### config.mk
export PLATFORM = sky130hd
export DESIGN_NAME = bekk_covariance_update
export DESIGN_NICKNAME = d
export VERILOG_FILES = /design/src/hw/rtl/bcu_pkg.sv /design/src/hw/rtl/bcu_sequencer.sv /design/src/hw/rtl/bcu_datapath.sv /design/src/hw/rtl/bekk_covariance_update.sv
export SDC_FILE = /design/constraint.sdc
export NUM_CORES = 2
export LEC_CHECK = 0
export ABC_AREA = 1
export BUFFER_PORTS_ARGS = -buffer_cell sky130_fd_sc_hd__buf_4
export CORE_MARGIN = 2
export CORE_UTILIZATION = 25
export DETAILED_ROUTE_END_ITERATION = 12
export SYNTH_ARGS = -nofsm -noshare
export SYNTH_HDL_FRONTEND = slang
export SYNTH_SLANG_ARGS = --single-unit
export TNS_END_PERCENT = 50
### constraint.sdc
create_clock -name clock -period 28.3 [get_ports clock]
set_input_delay 2.83 -clock clock [delete_from_list [all_inputs] [get_ports clock]]
set_output_delay 2.83 -clock clock [all_outputs]
set_load 0.01 [all_outputs]
### src/hw/rtl/bcu_pkg.sv
// Shared types, constants and the microcode program of the BEKK covariance update.
// No dependencies; used by the sequencer, the datapath and the top level.
package bcu_pkg;

   localparam int Q_W     = 32;   // Q16.16 covariance entries
   localparam int COEF_W  = 16;   // Q2.14 matrix entries, Q4.12 returns
   localparam int PROD_W  = Q_W + COEF_W;
   localparam int ACC_W   = PROD_W + 2;
   localparam int COEF_N  = 12;   // C, A and B, four entries each
   localparam int SCR_N   = 24;   // scratch entries, the covariance first
   localparam int SCR_AW  = 5;
   localparam int COEF_AW = 4;
   localparam int PC_W    = 6;
   localparam int COV_N   = 4;

   typedef logic signed [Q_W-1:0]    q16_type;
   typedef logic signed [COEF_W-1:0] coef_type;
   typedef logic signed [PROD_W-1:0] prod_type;
   typedef logic signed [ACC_W-1:0]  acc_type;

   localparam q16_type ONE_Q16 = 32'sd65536;
   localparam q16_type SAT_MAX = 32'sh7fff_ffff;
   localparam q16_type SAT_MIN = 32'sh8000_0000;

   // configuration register indexes
   localparam logic [1:0] CSR_C = 2'd0;
   localparam logic [1:0] CSR_A = 2'd1;
   localparam logic [1:0] CSR_B = 2'd2;

   // multiplier operand sources
   localparam logic [1:0] OPA_SCR  = 2'd0;
   localparam logic [1:0] OPA_COEF = 2'd1;
   localparam logic [1:0] OPA_RET  = 2'd2;
   localparam logic [1:0] OPB_COEF = 2'd0;
   localparam logic [1:0] OPB_RET  = 2'd1;
   localparam logic [1:0] OPB_ONE  = 2'd2;

   // product scaling
   localparam logic [1:0] SH_0  = 2'd0;
   localparam logic [1:0] SH_8  = 2'd1;
   localparam logic [1:0] SH_12 = 2'd2;
   localparam logic [1:0] SH_14 = 2'd3;

   // sequencer jumps
   localparam logic [1:0] JMP_NONE = 2'd0;
   localparam logic [1:0] JMP_WAIT = 2'd1;
   localparam logic [1:0] JMP_HOME = 2'd2;

   // scratch map
   localparam logic [SCR_AW-1:0] ADR_H   = 5'd0;
   localparam logic [SCR_AW-1:0] ADR_CC  = 5'd4;
   localparam logic [SCR_AW-1:0] ADR_O   = 5'd8;
   localparam logic [SCR_AW-1:0] ADR_T   = 5'd12;
   localparam logic [SCR_AW-1:0] ADR_AOA = 5'd16;
   localparam logic [SCR_AW-1:0] ADR_BHB = 5'd20;

   // coefficient map
   localparam logic [COEF_AW-1:0] CO_C = 4'd0;
   localparam logic [COEF_AW-1:0] CO_A = 4'd4;
   localparam logic [COEF_AW-1:0] CO_B = 4'd8;

   localparam logic [PC_W-1:0] STEP_IDLE = 6'd0;

   typedef struct packed {
      logic [1:0]         a_sel;
      logic [SCR_AW-1:0]  a_idx;
      logic [1:0]         b_sel;
      logic [COEF_AW-1:0] b_idx;
      logic [1:0]         shift;
      logic               first;
      logic               wr;
      logic [SCR_AW-1:0]  waddr;
      logic [1:0]         jump;
   } ucode_type;

   function automatic ucode_type uc_mac(input logic [1:0] a_sel, input logic [SCR_AW-1:0] a_idx,
                                        input logic [1:0] b_sel, input logic [COEF_AW-1:0] b_idx,
                                        input logic [1:0] shift, input logic first, input logic wr,
                                        input logic [SCR_AW-1:0] waddr);
      ucode_type w;
      w.a_sel = a_sel;
      w.a_idx = a_idx;
      w.b_sel = b_sel;
      w.b_idx = b_idx;
      w.shift = shift;
      w.first = first;
      w.wr    = wr;
      w.waddr = waddr;
      w.jump  = JMP_NONE;
      return w;
   endfunction

   function automatic ucode_type uc_jump(input logic [1:0] jump);
      ucode_type w;
      w       = '0;
      w.a_sel = OPA_SCR;
      w.b_sel = OPB_ONE;
      w.jump  = jump;
      return w;
   endfunction

   // One control word per step. A scratch entry written by a step is not read before
   // that write has landed (the write is made from the retire stage, behind the issue registers).
   function automatic ucode_type ucode_rom(input logic [PC_W-1:0] pc);
      ucode_type w;
      unique case (pc)
         6'd0:  w = uc_jump(JMP_WAIT);
         // C*C'
         6'd1:  w = uc_mac(OPA_COEF, 5'(CO_C + 4'd0), OPB_COEF, CO_C + 4'd0, SH_12, 1'b1, 1'b0, ADR_CC);
         6'd2:  w = uc_mac(OPA_COEF, 5'(CO_C + 4'd1), OPB_COEF, CO_C + 4'd1, SH_12, 1'b0, 1'b1,
                           ADR_CC + 5'd0);
         6'd3:  w = uc_mac(OPA_COEF, 5'(CO_C + 4'd0), OPB_COEF, CO_C + 4'd2, SH_12, 1'b1, 1'b0, ADR_CC);
         6'd4:  w = uc_mac(OPA_COEF, 5'(CO_C + 4'd1), OPB_COEF, CO_C + 4'd3, SH_12, 1'b0, 1'b1,
                           ADR_CC + 5'd1);
         6'd5:  w = uc_mac(OPA_COEF, 5'(CO_C + 4'd2), OPB_COEF, CO_C + 4'd0, SH_12, 1'b1, 1'b0, ADR_CC);
         6'd6:  w = uc_mac(OPA_COEF, 5'(CO_C + 4'd3), OPB_COEF, CO_C + 4'd1, SH_12, 1'b0, 1'b1,
                           ADR_CC + 5'd2);
         6'd7:  w = uc_mac(OPA_COEF, 5'(CO_C + 4'd2), OPB_COEF, CO_C + 4'd2, SH_12, 1'b1, 1'b0, ADR_CC);
         6'd8:  w = uc_mac(OPA_COEF, 5'(CO_C + 4'd3), OPB_COEF, CO_C + 4'd3, SH_12, 1'b0, 1'b1,
                           ADR_CC + 5'd3);
         // outer product r*r'
         6'd9:  w = uc_mac(OPA_RET, 5'd0, OPB_RET, 4'd0, SH_8, 1'b1, 1'b1, ADR_O + 5'd0);
         6'd10: w = uc_mac(OPA_RET, 5'd0, OPB_RET, 4'd1, SH_8, 1'b1, 1'b1, ADR_O + 5'd1);
         6'd11: w = uc_mac(OPA_RET, 5'd1, OPB_RET, 4'd0, SH_8, 1'b1, 1'b1, ADR_O + 5'd2);
         6'd12: w = uc_mac(OPA_RET, 5'd1, OPB_RET, 4'd1, SH_8, 1'b1, 1'b1, ADR_O + 5'd3);
         // T = A*O
         6'd13: w = uc_mac(OPA_SCR, ADR_O + 5'd0, OPB_COEF, CO_A + 4'd0, SH_14, 1'b1, 1'b0, ADR_T);
         6'd14: w = uc_mac(OPA_SCR, ADR_O + 5'd2, OPB_COEF, CO_A + 4'd1, SH_14, 1'b0, 1'b1,
                           ADR_T + 5'd0);
         6'd15: w = uc_mac(OPA_SCR, ADR_O + 5'd1, OPB_COEF, CO_A + 4'd0, SH_14, 1'b1, 1'b0, ADR_T);
         6'd16: w = uc_mac(OPA_SCR, ADR_O + 5'd3, OPB_COEF, CO_A + 4'd1, SH_14, 1'b0, 1'b1,
                           ADR_T + 5'd1);
         6'd17: w = uc_mac(OPA_SCR, ADR_O + 5'd0, OPB_COEF, CO_A + 4'd2, SH_14, 1'b1, 1'b0, ADR_T);
         6'd18: w = uc_mac(OPA_SCR, ADR_O + 5'd2, OPB_COEF, CO_A + 4'd3, SH_14, 1'b0, 1'b1,
                           ADR_T + 5'd2);
         6'd19: w = uc_mac(OPA_SCR, ADR_O + 5'd1, OPB_COEF, CO_A + 4'd2, SH_14, 1'b1, 1'b0, ADR_T);
         6'd20: w = uc_mac(OPA_SCR, ADR_O + 5'd3, OPB_COEF, CO_A + 4'd3, SH_14, 1'b0, 1'b1,
                           ADR_T + 5'd3);
         // AOA = T*A'
         6'd21: w = uc_mac(OPA_SCR, ADR_T + 5'd0, OPB_COEF, CO_A + 4'd0, SH_14, 1'b1, 1'b0, ADR_AOA);
         6'd22: w = uc_mac(OPA_SCR, ADR_T + 5'd1, OPB_COEF, CO_A + 4'd1, SH_14, 1'b0, 1'b1,
                           ADR_AOA + 5'd0);
         6'd23: w = uc_mac(OPA_SCR, ADR_T + 5'd0, OPB_COEF, CO_A + 4'd2, SH_14, 1'b1, 1'b0, ADR_AOA);
         6'd24: w = uc_mac(OPA_SCR, ADR_T + 5'd1, OPB_COEF, CO_A + 4'd3, SH_14, 1'b0, 1'b1,
                           ADR_AOA + 5'd1);
         6'd25: w = uc_mac(OPA_SCR, ADR_T + 5'd2, OPB_COEF, CO_A + 4'd0, SH_14, 1'b1, 1'b0, ADR_AOA);
         6'd26: w = uc_mac(OPA_SCR, ADR_T + 5'd3, OPB_COEF, CO_A + 4'd1, SH_14, 1'b0, 1'b1,
                           ADR_AOA + 5'd2);
         6'd27: w = uc_mac(OPA_SCR, ADR_T + 5'd2, OPB_COEF, CO_A + 4'd2, SH_14, 1'b1, 1'b0, ADR_AOA);
         6'd28: w = uc_mac(OPA_SCR, ADR_T + 5'd3, OPB_COEF, CO_A + 4'd3, SH_14, 1'b0, 1'b1,
                           ADR_AOA + 5'd3);
         // T = B*H
         6'd29: w = uc_mac(OPA_SCR, ADR_H + 5'd0, OPB_COEF, CO_B + 4'd0, SH_14, 1'b1, 1'b0, ADR_T);
         6'd30: w = uc_mac(OPA_SCR, ADR_H + 5'd2, OPB_COEF, CO_B + 4'd1, SH_14, 1'b0, 1'b1,
                           ADR_T + 5'd0);
         6'd31: w = uc_mac(OPA_SCR, ADR_H + 5'd1, OPB_COEF, CO_B + 4'd0, SH_14, 1'b1, 1'b0, ADR_T);
         6'd32: w = uc_mac(OPA_SCR, ADR_H + 5'd3, OPB_COEF, CO_B + 4'd1, SH_14, 1'b0, 1'b1,
                           ADR_T + 5'd1);
         6'd33: w = uc_mac(OPA_SCR, ADR_H + 5'd0, OPB_COEF, CO_B + 4'd2, SH_14, 1'b1, 1'b0, ADR_T);
         6'd34: w = uc_mac(OPA_SCR, ADR_H + 5'd2, OPB_COEF, CO_B + 4'd3, SH_14, 1'b0, 1'b1,
                           ADR_T + 5'd2);
         6'd35: w = uc_mac(OPA_SCR, ADR_H + 5'd1, OPB_COEF, CO_B + 4'd2, SH_14, 1'b1, 1'b0, ADR_T);
         6'd36: w = uc_mac(OPA_SCR, ADR_H + 5'd3, OPB_COEF, CO_B + 4'd3, SH_14, 1'b0, 1'b1,
                           ADR_T + 5'd3);
         // BHB = T*B'
         6'd37: w = uc_mac(OPA_SCR, ADR_T + 5'd0, OPB_COEF, CO_B + 4'd0, SH_14, 1'b1, 1'b0, ADR_BHB);
         6'd38: w = uc_mac(OPA_SCR, ADR_T + 5'd1, OPB_COEF, CO_B + 4'd1, SH_14, 1'b0, 1'b1,
                           ADR_BHB + 5'd0);
         6'd39: w = uc_mac(OPA_SCR, ADR_T + 5'd0, OPB_COEF, CO_B + 4'd2, SH_14, 1'b1, 1'b0, ADR_BHB);
         6'd40: w = uc_mac(OPA_SCR, ADR_T + 5'd1, OPB_COEF, CO_B + 4'd3, SH_14, 1'b0, 1'b1,
                           ADR_BHB + 5'd1);
         6'd41: w = uc_mac(OPA_SCR, ADR_T + 5'd2, OPB_COEF, CO_B + 4'd0, SH_14, 1'b1, 1'b0, ADR_BHB);
         6'd42: w = uc_mac(OPA_SCR, ADR_T + 5'd3, OPB_COEF, CO_B + 4'd1, SH_14, 1'b0, 1'b1,
                           ADR_BHB + 5'd2);
         6'd43: w = uc_mac(OPA_SCR, ADR_T + 5'd2, OPB_COEF, CO_B + 4'd2, SH_14, 1'b1, 1'b0, ADR_BHB);
         6'd44: w = uc_mac(OPA_SCR, ADR_T + 5'd3, OPB_COEF, CO_B + 4'd3, SH_14, 1'b0, 1'b1,
                           ADR_BHB + 5'd3);
         // H = CC + AOA + BHB, each term passed through the multiplier at unity
         6'd45: w = uc_mac(OPA_SCR, ADR_CC + 5'd0,  OPB_ONE, 4'd0, SH_0, 1'b1, 1'b0, ADR_H);
         6'd46: w = uc_mac(OPA_SCR, ADR_AOA + 5'd0, OPB_ONE, 4'd0, SH_0, 1'b0, 1'b0, ADR_H);
         6'd47: w = uc_mac(OPA_SCR, ADR_BHB + 5'd0, OPB_ONE, 4'd0, SH_0, 1'b0, 1'b1, ADR_H + 5'd0);
         6'd48: w = uc_mac(OPA_SCR, ADR_CC + 5'd1,  OPB_ONE, 4'd0, SH_0, 1'b1, 1'b0, ADR_H);
         6'd49: w = uc_mac(OPA_SCR, ADR_AOA + 5'd1, OPB_ONE, 4'd0, SH_0, 1'b0, 1'b0, ADR_H);
         6'd50: w = uc_mac(OPA_SCR, ADR_BHB + 5'd1, OPB_ONE, 4'd0, SH_0, 1'b0, 1'b1, ADR_H + 5'd1);
         6'd51: w = uc_mac(OPA_SCR, ADR_CC + 5'd2,  OPB_ONE, 4'd0, SH_0, 1'b1, 1'b0, ADR_H);
         6'd52: w = uc_mac(OPA_SCR, ADR_AOA + 5'd2, OPB_ONE, 4'd0, SH_0, 1'b0, 1'b0, ADR_H);
         6'd53: w = uc_mac(OPA_SCR, ADR_BHB + 5'd2, OPB_ONE, 4'd0, SH_0, 1'b0, 1'b1, ADR_H + 5'd2);
         6'd54: w = uc_mac(OPA_SCR, ADR_CC + 5'd3,  OPB_ONE, 4'd0, SH_0, 1'b1, 1'b0, ADR_H);
         6'd55: w = uc_mac(OPA_SCR, ADR_AOA + 5'd3, OPB_ONE, 4'd0, SH_0, 1'b0, 1'b0, ADR_H);
         6'd56: w = uc_mac(OPA_SCR, ADR_BHB + 5'd3, OPB_ONE, 4'd0, SH_0, 1'b0, 1'b1, ADR_H + 5'd3);
         // let the last write land before the next snapshot
         6'd57: w = uc_jump(JMP_HOME);
         default: w = uc_jump(JMP_HOME);
      endcase
      return w;
   endfunction

endpackage

### src/hw/rtl/bcu_sequencer.sv
// Microcode sequencer: step counter, program table lookup and jumps.
// Depends on bcu_pkg for the control word and the program.
module bcu_sequencer import bcu_pkg::*; (
   input  logic      clock,
   input  logic      reset,
   input  logic      start,
   output ucode_type ctrl,
   output logic      idle
);

   logic [PC_W-1:0] pc_ff;
   logic [PC_W-1:0] pc_in;

   assign ctrl = ucode_rom(pc_ff);
   assign idle = (pc_ff == STEP_IDLE);

   always_comb begin
      unique case (ctrl.jump)
         JMP_NONE: pc_in = pc_ff + 1'b1;
         JMP_WAIT: pc_in = start ? pc_ff + 1'b1 : pc_ff;
         JMP_HOME: pc_in = STEP_IDLE;
         default:  pc_in = STEP_IDLE;
      endcase
   end

   always_ff @(posedge clock) begin
      if (reset) begin
         pc_ff <= STEP_IDLE;
      end else begin
         pc_ff <= pc_in;
      end
   end

endmodule

### src/hw/rtl/bcu_datapath.sv
// Shared multiply-accumulate datapath with scratch registers holding H and temporaries.
// Depends on bcu_pkg; driven by the control word of bcu_sequencer.
module bcu_datapath import bcu_pkg::*; (
   input  logic                  clock,
   input  logic                  reset,
   input  ucode_type             ctrl,
   input  logic [4*COEF_W-1:0]   c_matrix,
   input  logic [4*COEF_W-1:0]   a_matrix,
   input  logic [4*COEF_W-1:0]   b_matrix,
   input  coef_type              ret_first,
   input  coef_type              ret_second,
   output q16_type               cov [COV_N]
);

   typedef struct packed {
      logic              first;
      logic              wr;
      logic [1:0]        shift;
      logic [SCR_AW-1:0] waddr;
   } stage_type;

   q16_type   scr_ff [SCR_N];
   coef_type  coef [COEF_N];
   coef_type  ret [2];
   q16_type   opa;
   coef_type  opb;
   prod_type  prod_in;
   prod_type  prod_ff;
   stage_type stage_ff;
   stage_type stage_in;
   prod_type  scaled;
   acc_type   addend;
   acc_type   acc_in;
   acc_type   acc_ff;
   q16_type   sat;

   always_comb begin
      for (int k = 0; k < 4; k++) begin
         coef[k]     = c_matrix[COEF_W*k +: COEF_W];
         coef[k + 4] = a_matrix[COEF_W*k +: COEF_W];
         coef[k + 8] = b_matrix[COEF_W*k +: COEF_W];
      end
      ret[0] = ret_first;
      ret[1] = ret_second;
   end

   // issue: select operands and multiply
   always_comb begin
      unique case (ctrl.a_sel)
         OPA_SCR:  opa = scr_ff[ctrl.a_idx];
         OPA_COEF: opa = Q_W'(coef[ctrl.a_idx[COEF_AW-1:0]]);
         OPA_RET:  opa = Q_W'(ret[ctrl.a_idx[0]]);
         default:  opa = '0;
      endcase
      unique case (ctrl.b_sel)
         OPB_COEF: opb = coef[ctrl.b_idx];
         OPB_RET:  opb = ret[ctrl.b_idx[0]];
         OPB_ONE:  opb = 16'sd1;
         default:  opb = '0;
      endcase
      prod_in = PROD_W'(opa) * PROD_W'(opb);
      stage_in.first = ctrl.first;
      stage_in.wr    = ctrl.wr;
      stage_in.shift = ctrl.shift;
      stage_in.waddr = ctrl.waddr;
   end

   // retire: scale, accumulate, saturate
   always_comb begin
      unique case (stage_ff.shift)
         SH_0:    scaled = prod_ff;
         SH_8:    scaled = prod_ff >>> 8;
         SH_12:   scaled = prod_ff >>> 12;
         SH_14:   scaled = prod_ff >>> 14;
         default: scaled = prod_ff;
      endcase
      addend = ACC_W'(scaled);
      acc_in = stage_ff.first ? addend : acc_ff + addend;
      if (acc_in[ACC_W-1:Q_W-1] == '0 || acc_in[ACC_W-1:Q_W-1] == '1) begin
         sat = acc_in[Q_W-1:0];
      end else begin
         sat = acc_in[ACC_W-1] ? SAT_MIN : SAT_MAX;
      end
   end

   always_ff @(posedge clock) begin
      prod_ff <= prod_in;
      acc_ff  <= acc_in;
   end

   always_ff @(posedge clock) begin
      if (reset) begin
         stage_ff <= '0;
      end else begin
         stage_ff <= stage_in;
      end
   end

   always_ff @(posedge clock) begin
      if (reset) begin
         // identity on the diagonal of H, zero elsewhere
         for (int k = 0; k < SCR_N; k++) begin
            scr_ff[k] <= (k == int'(ADR_H) || k == int'(ADR_H) + 3) ? ONE_Q16 : '0;
         end
      end else if (stage_ff.wr) begin
         scr_ff[stage_ff.waddr] <= sat;
      end
   end

   always_comb begin
      for (int k = 0; k < COV_N; k++) begin
         cov[k] = scr_ff[k];
      end
   end

endmodule

### src/hw/rtl/bekk_covariance_update.sv
// Top level of the two-asset BEKK-GARCH(1,1) covariance update.
// Depends on bcu_pkg, bcu_sequencer and bcu_datapath.
//
//   channel | direction | handshake          | payload
//   req_    | in        | req_valid/req_stall| req_ret_first, req_ret_second (Q4.12)
//   rsp_    | out       | rsp_valid/rsp_stall| rsp_cov_00/01/10/11 (Q16.16, H before update)
//   csr_    | in        | csr_valid/csr_ready| csr_index, csr_data (C, A, B matrices)
//
// Each transaction occupies the block while the microcode program runs its 57
// steps on the one shared multiplier after the accepting cycle.
// The response register loads H at acceptance, so the update runs while it waits.
// A new transaction is taken once the program is home and the response slot frees.
// Reset is synchronous: H returns to identity, C, A and B to zero. csr_ready is always high.
module bekk_covariance_update import bcu_pkg::*; (
   input  logic                clock,
   input  logic                reset,
   input  logic                req_valid,
   output logic                req_stall,
   input  logic signed [15:0]  req_ret_first,
   input  logic signed [15:0]  req_ret_second,
   output logic                rsp_valid,
   input  logic                rsp_stall,
   output logic signed [31:0]  rsp_cov_00,
   output logic signed [31:0]  rsp_cov_01,
   output logic signed [31:0]  rsp_cov_10,
   output logic signed [31:0]  rsp_cov_11,
   input  logic                csr_valid,
   output logic                csr_ready,
   input  logic [1:0]          csr_index,
   input  logic [63:0]         csr_data
);

   logic [63:0] c_ff;
   logic [63:0] a_ff;
   logic [63:0] b_ff;
   coef_type    ret_first_ff;
   coef_type    ret_second_ff;
   logic        rsp_valid_ff;
   logic        rsp_valid_in;
   q16_type     cov_ff [COV_N];
   q16_type     cov [COV_N];
   ucode_type   ctrl;
   logic        idle;
   logic        accept;

   assign csr_ready = 1'b1;
   assign req_stall = !idle || (rsp_valid_ff && rsp_stall);
   assign accept    = req_valid && !req_stall;

   always_ff @(posedge clock) begin
      if (reset) begin
         c_ff <= '0;
         a_ff <= '0;
         b_ff <= '0;
      end else if (csr_valid && csr_ready) begin
         unique case (csr_index)
            CSR_C:   c_ff <= csr_data;
            CSR_A:   a_ff <= csr_data;
            CSR_B:   b_ff <= csr_data;
            default: ;  // drop writes beyond the register list
         endcase
      end
   end

   // hold the returns and snapshot H for the response
   always_ff @(posedge clock) begin
      if (accept) begin
         ret_first_ff  <= req_ret_first;
         ret_second_ff <= req_ret_second;
         for (int k = 0; k < COV_N; k++) begin
            cov_ff[k] <= cov[k];
         end
      end
   end

   always_comb begin
      rsp_valid_in = rsp_valid_ff;
      if (accept) begin
         rsp_valid_in = 1'b1;
      end else if (!rsp_stall) begin
         rsp_valid_in = 1'b0;
      end
   end

   always_ff @(posedge clock) begin
      if (reset) begin
         rsp_valid_ff <= 1'b0;
      end else begin
         rsp_valid_ff <= rsp_valid_in;
      end
   end

   assign rsp_valid  = rsp_valid_ff;
   assign rsp_cov_00 = cov_ff[0];
   assign rsp_cov_01 = cov_ff[1];
   assign rsp_cov_10 = cov_ff[2];
   assign rsp_cov_11 = cov_ff[3];

   bcu_sequencer u_seq (
      .clock (clock),
      .reset (reset),
      .start (accept),
      .ctrl  (ctrl),
      .idle  (idle)
   );

   bcu_datapath u_dp (
      .clock      (clock),
      .reset      (reset),
      .ctrl       (ctrl),
      .c_matrix   (c_ff),
      .a_matrix   (a_ff),
      .b_matrix   (b_ff),
      .ret_first  (ret_first_ff),
      .ret_second (ret_second_ff),
      .cov        (cov)
   );

endmodule

==> out/metrics.cfg <==
[run_status]
outcome = complete, no violations

[clock_network]
h-tree-depth = 4
max-clock-path-buffers = 4
root_buffer = clkbuf_16
cts.sinks = 1513
clk_latency_ns = 0.88
cts_hold_buf = 0
ctsResizeCount = 0
cts_made_buffers = 170
post-cts-setup-buffers = 0
tritoncts = yes
cts.clk_slew.worst_paths_ns = 0.07

[critical_path]
crit_slowest_cell = dfxtp_4
slowest_delay_ns = 0.85
worst-setup-path-type = reg -> reg
crit_required_ns = 29.00
path_buf_inv = 8
cpLargestDelayFamily = adder cells
path_max_fanout = 172
startpoint_type = flop
cp-end-kind = flop
cp_data_arrival_time_ns = 11.16
cp_common_cell = fa_1

[synthesis]
synth_seq_cells = 1513
synth_edf_count = 1184
yosysWarnings = 0
muxShareOfSynthArea_pct = 0
yosys.area_share.simple_pct = 12.63
synth_compound_area_share_pct = 18.26
synth-xor-area-share_pct = 0.8220
netlist_instances = 9495
netlist_area_sq_um = 90570
yosysSeqAreaShare_pct = 46.53
synthFlopType = edfxtp_1
synthAdderAreaFrac_pct = 13.16
syn_nets = 10260
avgSynthCellArea_sq_um = 9.539
synth_top_family_by_area = compound AO/OA/AOI/OAI gates
synth_cell_types = 58
async_reset_ff_share_pct = 0

[sta]
grt_setup_unrepaired = no
slew_headroom_pct = 12.90
clock_skew_ns = 0.1159
hold_slack_ns = 0.3916
period_share_pct = 36.95
final_max_slew_viol_count = 0
finalSetupViolations = 0
fin_tns_setup_ns = 0
period_needed_ns = 10.46
fmax_mhz = 95.64
tightestPinTransition_ns = 1.293
layout_setup_ws_ns = 17.84
hold_viol = 0

[final_layout]
regArea_sq_um = 42160
fillers = 37970
drive_gt1_share_pct = 13.98
syn_to_final_growth_pct = 12.21
multi_input_area_sq_um = 40960
nets = 10140

[grt]
globalRouteOverflowTotal = 0
grt_pass1_wl_um = 456900
grt_max_degree = 173
grt_usage_pct = 16.50
grt_pass1_vias = 67030
antenna_found_initial = 10

[detailed_routing]
viasPerCell = 4.914
drc = 0
drtAntennaViolNets = 0
wl_per_cell_um = 21.75
num_vias = 70290
firstDrtPassIters = 7
drtIter0Drc = 8128
wirelength_um = 311000

[place]
routabilityCongestion = 0.9453
detailed_place_hpwl_um = 207100
dp_slack_ns = 18.10
portBuffers = 232

[floorplanning]
die_h_um = 605.9
io_pins = 234
coreArea_sq_um = 361400
num_rows = 221
die_w_um = 605.9
initial_core_util_pct = 25.06
die-area_sq_um = 367100

[run]
drv_cap = 0

[min_path]
min-delay-path-class = reg -> reg

==> cell type report <==
| cell class | instances | share of cell area, % |
|---|---|---|
| multi-input combinational | 6214 | 40.30 |
| antenna | 5 | 0.01231 |
| sequential | 1513 | 41.48 |
| timing repair buffer | 373 | 2.841 |
| tap | 4794 | 5.902 |
| inverter | 1103 | 4.096 |
| clock buffer | 221 | 4.611 |
| clock inverter | 80 | 0.7547 |
==> metrics by stage <==
step,util [%],instances,cell area (sq um)
finish,28.12,14300,101600
global route,28.12,14300,101600
CTS,28.12,14300,101600
detailed placement,26.61,14000,96160
global placement,26.61,14000,96160
floorplan,-,9495,90570
==> sequential cells by signal, indices dropped and copies added, names as in the netlist, 9 cells and up <==
register	count
cov_ff	128
u_dp.stage_ff	9
u_dp.acc_ff	50
c_ff	64
ret_first_ff	16
u_dp.scr_ff	1024
ret_second_ff	16
u_seq.ctrl	23
a_ff	64
u_dp.prod_ff	48
b_ff	64
==> routing by layer <==
layer  GRT usage, %  wire length (um)  vias up
li1               -                 -    31810
met1          22.52            131800    34790
met2          25.71            138500     3168
met3          2.929             26920      516
met4          6.780             13840        4
met5              0                22        -
==> final timing paths <==
check | start | end | slack (ns) | cells after the start
max | u_seq.ctrl[17] | u_dp.prod_ff[43] | 17.84 | 32
min | u_seq.ctrl[3] | u_dp.stage_ff[1] | 0.39 | 2
max reg2reg | u_seq.ctrl[17] | u_dp.prod_ff[43] | 17.84 | 32
min reg2reg | u_seq.ctrl[3] | u_dp.stage_ff[1] | 0.39 | 2
==> tightest hold or removal path, cell delays in order, from the launching register on <==
cell and delay [ns]:
dfxtp_1 0.29, inv_1 0.04, nor2_1 0.03
==> cell usage in the layout (no fill, tap or decap), types with 8 or more instances in the layout <==
master / netlist / routed
nor2_1: 1255 / 1244
edfxtp_1: 1184 / 1184
nand2_1: 1177 / 1136
inv_1: 1066 / 1060
o21ai_0: 977 / 977
a21oi_1: 625 / 625
a21oi_2: 549 / 549
fa_1: 488 / 488
buf_4: 9 / 366
dfxtp_1: 329 / 322
nand3_1: 223 / 219
clkbuf_16: 0 / 178
o22ai_1: 173 / 173
ha_1: 172 / 172
o221ai_1: 108 / 108
o211ai_1: 102 / 102
nand4_1: 54 / 54
clkinv_1: 23 / 48
xnor2_1: 45 / 45
nand2_2: 5 / 43
xor2_1: 40 / 40
clkbuf_1: 448 / 36
nand2_4: 32 / 35
nor3_1: 26 / 26
clkinv_2: 0 / 26
a31oi_1: 24 / 24
nor2_2: 16 / 16
inv_2: 14 / 15
a221oi_1: 15 / 15
bufinv_16: 0 / 13
nor2_4: 0 / 11
a32o_1: 11 / 11
a32oi_1: 17 / 9
o21bai_1: 9 / 9
or2_2: 9 / 9
a31o_2: 8 / 8
a32oi_2: 0 / 8
nand3b_1: 8 / 8
==> cells in the mapped netlist, types with 4 or more instances <==
cell,n,share of area (%)
dfxtp_1,329,7.3
o21bai_1,9,0.075
a21oi_2,549,5.3
or2_2,9,0.062
buf_6,132,1.6
buf_8,5,0.083
a221o_1,7,0.077
o21a_1,4,0.033
o22ai_1,173,1.2
nand3_2,4,0.044
nor2_2,16,0.11
a21oi_1,625,3.5
nand2_1,1177,4.9
buf_4,9,0.075
edfxtp_1,1184,39
clkbuf_1,448,1.9
a32o_1,11,0.12
nand3b_1,8,0.066
ha_1,172,2.4
a31o_2,8,0.077
xor2_1,40,0.39
nor3_1,26,0.14
inv_1,1066,4.4
o21ai_0,977,5.4
clkinv_1,23,0.095
nor4_1,6,0.041
o221ai_1,108,1.0
xnor2_1,45,0.44
o211ai_1,102,0.85
nand3_1,223,1.2
nand4_1,54,0.37
a32oi_1,17,0.16
buf_2,18,0.099
a31oi_1,24,0.17
a221oi_1,15,0.15
inv_2,14,0.058
nand2_4,32,0.40
nand2_2,5,0.035
fa_1,488,11
nor2_1,1255,5.2
buf_1,50,0.21
==> kinds of logic after synthesis <==
group                    after synthesis
adder cells (fa/ha/maj)              660
AND/OR/NAND/NOR                     2821
buffers and inverters               1768
AO/OA/AOI/OAI                       2647
other                                  1
XOR/XNOR                              85
flip-flops                          1513
Power is not shown: default switching activity piles up to over one toggle a cycle in this logic, so the estimate is an artifact.
